--- src/rtl/b64d_pkg.sv ---
`default_nettype none

package b64d_pkg;

    // Reset value of the output capacity register
    localparam logic [15:0] CAP_RESET = 16'd2048;

    // Output queue geometry
    localparam int QDEPTH = 4;
    localparam int QAW    = $clog2(QDEPTH);
    localparam int QCW    = $clog2(QDEPTH + 1);

    // Character codes
    localparam logic [7:0] CH_UPPER_A = 8'h41;
    localparam logic [7:0] CH_UPPER_Z = 8'h5A;
    localparam logic [7:0] CH_LOWER_A = 8'h61;
    localparam logic [7:0] CH_LOWER_Z = 8'h7A;
    localparam logic [7:0] CH_DIGIT_0 = 8'h30;
    localparam logic [7:0] CH_DIGIT_9 = 8'h39;
    localparam logic [7:0] CH_PLUS    = 8'h2B;
    localparam logic [7:0] CH_SLASH   = 8'h2F;
    localparam logic [7:0] CH_PAD     = 8'h3D;

    // Sextet offsets of the alphabet ranges
    localparam logic [5:0] SX_LOWER = 6'd26;
    localparam logic [5:0] SX_DIGIT = 6'd52;
    localparam logic [5:0] SX_PLUS  = 6'd62;
    localparam logic [5:0] SX_SLASH = 6'd63;

    typedef struct packed {
        logic [7:0] in_char;
        logic       char_present;
        logic       end_of_input;
    } in_item_t;

    typedef struct packed {
        logic [7:0]  data_byte;
        logic        is_data;
        logic        status;
        logic [15:0] byte_count;
        logic        last;
    } out_item_t;

    // Results of one item handed to the output queue, first in order first
    typedef struct packed {
        logic [1:0] count;
        out_item_t  first;
        out_item_t  second;
    } push_t;

    typedef struct packed {
        logic       hit;
        logic [5:0] value;
    } sextet_t;

    // Map a character to its 6-bit value; hit is low outside the alphabet
    function automatic sextet_t sextet_of(input logic [7:0] ch);
        sextet_t r;
        logic [7:0] d;
        r.hit   = 1'b0;
        r.value = 6'd0;
        d       = 8'd0;
        if (ch >= CH_UPPER_A && ch <= CH_UPPER_Z)
        begin
            d       = ch - CH_UPPER_A;
            r.hit   = 1'b1;
            r.value = d[5:0];
        end
        else if (ch >= CH_LOWER_A && ch <= CH_LOWER_Z)
        begin
            d       = ch - CH_LOWER_A;
            r.hit   = 1'b1;
            r.value = d[5:0] + SX_LOWER;
        end
        else if (ch >= CH_DIGIT_0 && ch <= CH_DIGIT_9)
        begin
            d       = ch - CH_DIGIT_0;
            r.hit   = 1'b1;
            r.value = d[5:0] + SX_DIGIT;
        end
        else if (ch == CH_PLUS)
        begin
            r.hit   = 1'b1;
            r.value = SX_PLUS;
        end
        else if (ch == CH_SLASH)
        begin
            r.hit   = 1'b1;
            r.value = SX_SLASH;
        end
        return r;
    endfunction

endpackage

`default_nettype wire

--- src/rtl/b64d_core.sv ---
`default_nettype none

module b64d_core
    import b64d_pkg::*;
(
    input  wire logic        clk,
    input  wire logic        rst_n,
    input  wire logic        in_valid,
    output logic             in_stall,
    input  wire in_item_t    in_data,
    input  wire logic        cfg_wr_en,
    input  wire logic [15:0] cfg_wr_data,
    input  wire logic        room,
    output push_t            push
);

    logic        item_valid_reg, item_valid_next;
    in_item_t    item_reg;
    logic [15:0] cap_reg;
    logic [11:0] acc_reg, acc_next;
    logic [3:0]  pend_reg, pend_next;
    logic        pad_reg, pad_next;
    logic        err_reg, err_next;
    logic [15:0] cnt_reg, cnt_next;

    logic        advance;
    logic        load;
    sextet_t     sx;
    logic [11:0] acc_shift;
    logic [3:0]  pend_sum;
    logic [3:0]  pend_left;
    logic [11:0] acc_aligned;
    logic        emit;
    out_item_t   data_res;
    out_item_t   stat_res;

    // Input register: refill when empty or when the held item advances
    assign advance  = item_valid_reg && room;
    assign in_stall = item_valid_reg && !room;
    assign load     = !item_valid_reg || room;
    assign item_valid_next = load ? in_valid : item_valid_reg;

    always_ff @(posedge clk or negedge rst_n)
    begin
        if (!rst_n)
        begin
            item_valid_reg <= 1'b0;
        end
        else
        begin
            item_valid_reg <= item_valid_next;
        end
    end

    // Hold payload until the item advances
    always_ff @(posedge clk)
    begin
        if (load && in_valid)
        begin
            item_reg <= in_data;
        end
    end

    // Capacity register
    always_ff @(posedge clk or negedge rst_n)
    begin
        if (!rst_n)
        begin
            cap_reg <= CAP_RESET;
        end
        else if (cfg_wr_en)
        begin
            cap_reg <= cfg_wr_data;
        end
    end

    // Decode one character and build its results
    assign sx          = sextet_of(item_reg.in_char);
    assign acc_shift   = {acc_reg[5:0], sx.value};
    assign pend_sum    = pend_reg + 4'd6;
    assign pend_left   = pend_sum - 4'd8;
    assign acc_aligned = acc_shift >> pend_left;

    always_comb
    begin
        acc_next  = acc_reg;
        pend_next = pend_reg;
        pad_next  = pad_reg;
        err_next  = err_reg;
        cnt_next  = cnt_reg;
        emit      = 1'b0;

        if (item_reg.char_present && !err_reg)
        begin
            if (item_reg.in_char == CH_PAD)
            begin
                pad_next = 1'b1;
            end
            else if (sx.hit)
            begin
                if (pad_reg)
                begin
                    err_next = 1'b1;
                end
                else
                begin
                    acc_next  = acc_shift;
                    pend_next = pend_sum;
                    if (pend_sum >= 4'd8)
                    begin
                        pend_next = pend_left;
                        if (cnt_reg >= cap_reg)
                        begin
                            err_next = 1'b1;
                        end
                        else
                        begin
                            cnt_next = cnt_reg + 16'd1;
                            emit     = 1'b1;
                        end
                    end
                end
            end
        end

        data_res.data_byte  = acc_aligned[7:0];
        data_res.is_data    = 1'b1;
        data_res.status     = 1'b0;
        data_res.byte_count = cnt_next;
        data_res.last       = 1'b0;

        stat_res.data_byte  = 8'd0;
        stat_res.is_data    = 1'b0;
        stat_res.status     = err_next;
        stat_res.byte_count = cnt_next;
        stat_res.last       = 1'b1;

        // Order the results: the data byte goes ahead of the status
        push.first  = emit ? data_res : stat_res;
        push.second = stat_res;
        if (!advance)
        begin
            push.count = 2'd0;
        end
        else
        begin
            push.count = {1'b0, emit} + {1'b0, item_reg.end_of_input};
        end
    end

    // Decoder state: update on advance, clear at end of block
    always_ff @(posedge clk or negedge rst_n)
    begin
        if (!rst_n)
        begin
            acc_reg  <= 12'd0;
            pend_reg <= 4'd0;
            pad_reg  <= 1'b0;
            err_reg  <= 1'b0;
            cnt_reg  <= 16'd0;
        end
        else if (advance)
        begin
            if (item_reg.end_of_input)
            begin
                acc_reg  <= 12'd0;
                pend_reg <= 4'd0;
                pad_reg  <= 1'b0;
                err_reg  <= 1'b0;
                cnt_reg  <= 16'd0;
            end
            else
            begin
                acc_reg  <= acc_next;
                pend_reg <= pend_next;
                pad_reg  <= pad_next;
                err_reg  <= err_next;
                cnt_reg  <= cnt_next;
            end
        end
    end

endmodule

`default_nettype wire

--- src/rtl/b64d_out_queue.sv ---
`default_nettype none

module b64d_out_queue
    import b64d_pkg::*;
(
    input  wire logic      clk,
    input  wire logic      rst_n,
    input  wire push_t     push,
    output logic           room,
    output logic           out_valid,
    input  wire logic      out_stall,
    output out_item_t      out_data
);

    out_item_t        mem [QDEPTH];
    logic [QAW-1:0]   wr_ptr_reg, wr_ptr_next;
    logic [QAW-1:0]   rd_ptr_reg, rd_ptr_next;
    logic [QCW-1:0]   count_reg, count_next;
    logic [QAW-1:0]   wr_ptr_second;
    logic             pop;

    // Room for a full item's worth of results
    assign room      = count_reg <= QCW'(QDEPTH - 2);
    assign out_valid = count_reg != '0;
    assign out_data  = mem[rd_ptr_reg];
    assign pop       = out_valid && !out_stall;

    assign wr_ptr_second = wr_ptr_reg + QAW'(1);
    assign wr_ptr_next   = wr_ptr_reg + QAW'(push.count);
    assign rd_ptr_next   = rd_ptr_reg + QAW'(pop);
    assign count_next    = count_reg + QCW'(push.count) - QCW'(pop);

    // Write up to two results per cycle
    always_ff @(posedge clk)
    begin
        if (push.count != 2'd0)
        begin
            mem[wr_ptr_reg] <= push.first;
        end
        if (push.count == 2'd2)
        begin
            mem[wr_ptr_second] <= push.second;
        end
    end

    // Advance pointers and occupancy
    always_ff @(posedge clk or negedge rst_n)
    begin
        if (!rst_n)
        begin
            wr_ptr_reg <= '0;
            rd_ptr_reg <= '0;
            count_reg  <= '0;
        end
        else
        begin
            wr_ptr_reg <= wr_ptr_next;
            rd_ptr_reg <= rd_ptr_next;
            count_reg  <= count_next;
        end
    end

endmodule

`default_nettype wire

--- src/rtl/base64_stream_decoder.sv ---
// Channel   Direction  Handshake           Payload
// in        input      in_valid/in_stall    in_data   (in_item_t)
// out       output     out_valid/out_stall  out_data  (out_item_t)
// cfg       input      cfg_wr_en            cfg_wr_data (output capacity)
//
// One character per cycle while in_stall is low: an item waits in the input
// register, and its results enter a four-entry output queue on the same edge
// it advances. The output port drains one result per cycle while out_stall
// is low, so an item with a byte and an end marker yields two results.
// The input stalls only while the output queue has fewer than two free slots.
// Reset clears the decoder state and the queue, and loads capacity 2048.
`default_nettype none

module base64_stream_decoder
    import b64d_pkg::*;
(
    input  wire logic        clk,
    input  wire logic        rst_n,
    input  wire logic        in_valid,
    output logic             in_stall,
    input  wire in_item_t    in_data,
    output logic             out_valid,
    input  wire logic        out_stall,
    output out_item_t        out_data,
    input  wire logic        cfg_wr_en,
    input  wire logic [15:0] cfg_wr_data
);

    push_t push;
    logic  room;

    // Decode stage
    b64d_core u_core (
        .clk         (clk),
        .rst_n       (rst_n),
        .in_valid    (in_valid),
        .in_stall    (in_stall),
        .in_data     (in_data),
        .cfg_wr_en   (cfg_wr_en),
        .cfg_wr_data (cfg_wr_data),
        .room        (room),
        .push        (push)
    );

    // Result queue
    b64d_out_queue u_queue (
        .clk       (clk),
        .rst_n     (rst_n),
        .push      (push),
        .room      (room),
        .out_valid (out_valid),
        .out_stall (out_stall),
        .out_data  (out_data)
    );

`ifndef ASSERT_OFF
    // The end flag marks only the status result
    a_last_is_status: assert property (@(posedge clk) disable iff (!rst_n)
        out_valid && out_data.last |-> !out_data.is_data)
        else $error("last set on a data result");

    // Every non-data result closes the block
    a_status_is_last: assert property (@(posedge clk) disable iff (!rst_n)
        out_valid && !out_data.is_data |-> out_data.last)
        else $error("status result without last");

    // Data results never report malformed
    a_data_ok: assert property (@(posedge clk) disable iff (!rst_n)
        out_valid && out_data.is_data |-> !out_data.status)
        else $error("malformed flag on a data result");

    // A status result's byte counter follows the last data byte's count
    a_count_follows: assert property (@(posedge clk) disable iff (!rst_n)
        out_valid && !out_stall && out_data.is_data |=>
        !(out_valid && !out_data.is_data) || out_data.byte_count == $past(out_data.byte_count))
        else $error("status byte count differs from last data count");
`endif

endmodule

`default_nettype wire
--- config.mk ---
export PLATFORM = sky130hd
export DESIGN_NAME = base64_stream_decoder
export DESIGN_NICKNAME = d
export VERILOG_FILES = /design/src/rtl/b64d_pkg.sv /design/src/rtl/b64d_core.sv /design/src/rtl/b64d_out_queue.sv /design/src/rtl/base64_stream_decoder.sv
export SDC_FILE = /design/constraint.sdc
export NUM_CORES = 1
export LEC_CHECK = 0
export BUFFER_PORTS_ARGS = -buffer_cell sky130_fd_sc_hd__buf_2
export CAP_MARGIN = 25
export CORE_AREA = 2 2 136 138
export DETAILED_ROUTE_END_ITERATION = 10
export DIE_AREA = 0 0 138 140
export HOLD_SLACK_MARGIN = 0.05
export PLACE_DENSITY_LB_ADDON = 0.3
export SLEW_MARGIN = 25
export SYNTH_ARGS = -nofsm -noshare
export SYNTH_HDL_FRONTEND = slang
export SYNTH_SLANG_ARGS = --single-unit
--- constraint.sdc ---
create_clock -name clk -period 13.4 [get_ports clk]
set_clock_uncertainty 0.15 [all_clocks]
set_input_delay 2.01 -clock clk [delete_from_list [all_inputs] [get_ports clk]]
set_output_delay 2.01 -clock clk [all_outputs]
set_load 0.01 [all_outputs]
==> results.txt <==
vias after detailed routing: 6251
Slew @ Worst Pin: 1.06 ns
pwr dens: 169 nW/um2
Leakage Power: 3.83 nW
post-synthesis sequential area ratio: 50.2%
Synth Register Bits: 169
Mean Syn Cell Area: 11.1 um2
Multi-input gate area: 4020 um2
TritonCTS Buffers: 17
final hold slack: 0.306 ns
total of warnings raised by yosys: 0
final hold violations: 0
hold worst-path end: u_queue.mem[3][25]
Synth top area share: 26.6%
Max FO, Critical Path: 25
CP bufs+invs: 4
grt total ovfl: 0
CP endpoint kind: flip-flop
met1 GRT Util: 30.1%
Largest delay share family, worst path: compound AO/OA/AOI/OAI gates
maximum vdd drop: 0.103 mV
Post-Synthesis Cell Area: 8810 um2
RSZ-0062 raised after global routing: no
Max Freq: 208 MHz
Mapped Cells: 797
Post-CTS Setup Inserts: 0
Setup Crit Path Kind: reg2reg
Hold Path Cell Cnt: 2
Total Power: 0.00166 W
die height: 140 um
max-slew violation count: 0
wire length per cell: 17.7 um
Critical Path Stages: 14
status: finished, final reports clean
CP max stage cell: edfxtp_1
min-delay src: u_queue.mem[3][25]
Post-Route WL: 19200 um
Critical path origin: u_core.item_reg[4]
placed cell area: 9270 um2
share of cells above drive strength 1: 19.4%
flop-to-flop setup slack: 8.59 ns
Hold Path Class: reg2reg
register area: 4420 um2
Final Wtd Congestion: 0.879
CTS tree: done
most common cell in the netlist: nor2_1
largest net degree at the start of global routing: 52
Cell variety after synth: 70
Initial Utilization: 49.5%
Ant. Diodes: 0
post-route cell area: 9850 um2
max cap viols: 0
CTS-repair resized insts: 0
Overall Global Routing Usage: 20.8%
antenna-violating nets left: 0
WP data required: 13.31 ns
Max Root-Sink Buffers: 2
port bufs: 59
TritonCTS Sinks: 169
ys async rst share: 30.2%
period utilisation layout: 35.9%
Max-slew headroom: 28.5%
num rows: 49
fill count: 1582
DRC errors left: 0
initial antenna violation count: 0
Finished Core Util: 55.4%
main flop type after synthesis: edfxtp_1
H-tree depth: 4
Post-synth EDFFs: 78
Synth area leaders: edfxtp_1, dfrtp_1, dfxtp_1
Layout area overhead: 11.9%
# IOs: 60
Critical Path AT: 4.73 ns
Synth area leader: edfxtp_1
Reg2Reg Depth: 14
slowest stage delay, CP: 0.60 ns
Worst-path clk slew: 0.07 ns
nets: 908
crit start category: flip-flop
met2 Usage GRT: 32.1%
R2R Path End: u_queue.mem[3][3]
core area: 17800 um2
post-cts hold buffer count: 0
full die area: 19300 um2
grt peak-use layer: met2
clk_lat worst skew: 0.43 ns
Final Critical Period: 4.81 ns
first-pass GRT wire length: 32100 um
# setup viols final: 0
final setup TNS: 0 ns
hpwl dp: 13300 um
synth cell count leaders: nor2_1, edfxtp_1, nand2_1, o21ai_0, dfrtp_1
die width: 138 um
vias per inst: 5.76
DR iter-0 viols: 476
vias in the first global route: 6146
M3 GR Usage: 3.08%
Cell Chain, Critical Path: inv_1 > ha_1 > nor2b_1 > o21ai_1 > o21ai_1 > a31o_2 > nor3_2 > buf_4 > ha_1 > o21ai_0 > nor2_1 > nor2_1 > buf_4 > inv_1
clk root buf: clkbuf_16
max reg flops: 108
drt pass-1 iters: 5
Mapped Nets: 861
RR Startpoint: u_core.item_reg[4]
## layout by cell type, fill, tap and decap left out, types with 19 or more instances in the layout
| cell type | instances |
|---|---|
| inv_1 | 46 |
| edfxtp_1 | 78 |
| ha_1 | 32 |
| dfxtp_1 | 40 |
| buf_2 | 59 |
| a22o_1 | 31 |
| o21ai_0 | 52 |
| mux4_2 | 27 |
| dfrtp_1 | 49 |
| nand2_1 | 64 |
| nor2_1 | 111 |
| xnor2_1 | 19 |
## tightest hold or removal path, stage by stage (launching register included)
cell	delay (ns)
dfxtp_1	0.32
nand2_1	0.05
o21ai_0	0.05
## cell type report
| class | instances | area share (%) |
|---|---|---|
| clock inverters | 15 | 1.63 |
| inverters | 46 | 1.75 |
| multi-input cells | 542 | 40.8 |
| flip-flops and latches | 169 | 44.9 |
| well taps | 229 | 2.91 |
| repair buffers | 68 | 3.68 |
| clock buffers | 17 | 4.32 |
## cells by family (layout without fill, tap and decap cells)
logic type	Yosys count	count (layout)	synth area share [%]
muxes	35	35	7.87
adders and majority gates	33	33	4.77
AOI/OAI and AO/OA	163	163	12.7
and+or+nand+nor	289	289	18.1
buffers and inverters	86	146	4.19
DFF	169	169	50.2
xor gates and xnor gates	22	22	2.19
## metal layers
layer / vias up / wire, um
met4: 0 / 410
met1: 3035 / 9230
met2: 183 / 8690
li1: 3004 / -
met5: - / 0
met3: 29 / 908
## power breakdown
group	internal (W)	total [W]	leakage (nW)	switching, W
combinational	0.000199	0.000495	1.79	0.000296
sequential	0.000605	0.000679	1.75	0.0000740
clock	0.000264	0.000488	0.291	0.000224
## worst max-delay path by stage
stage                          to  slack (ns)
4_1_cts         u_queue.mem[3][2]        8.60
3_5_place_dp    u_queue.mem[1][3]        8.62
6_report        u_queue.mem[3][3]        8.59
5_1_grt        u_queue.mem[1][17]        8.06
3_3_place_gp   u_queue.mem[3][11]        8.71
2_1_floorplan  u_queue.mem[2][10]        8.98
## metrics by stage
step,std cells,setup WS (ns)
4_1_cts,1086,8.60
3_5_place_dp,1054,8.62
5_1_grt,1086,8.06
2_1_floorplan,797,8.98
6_report,1086,8.59
3_3_place_gp,1054,8.71
Power figures use the tool's default switching activity.
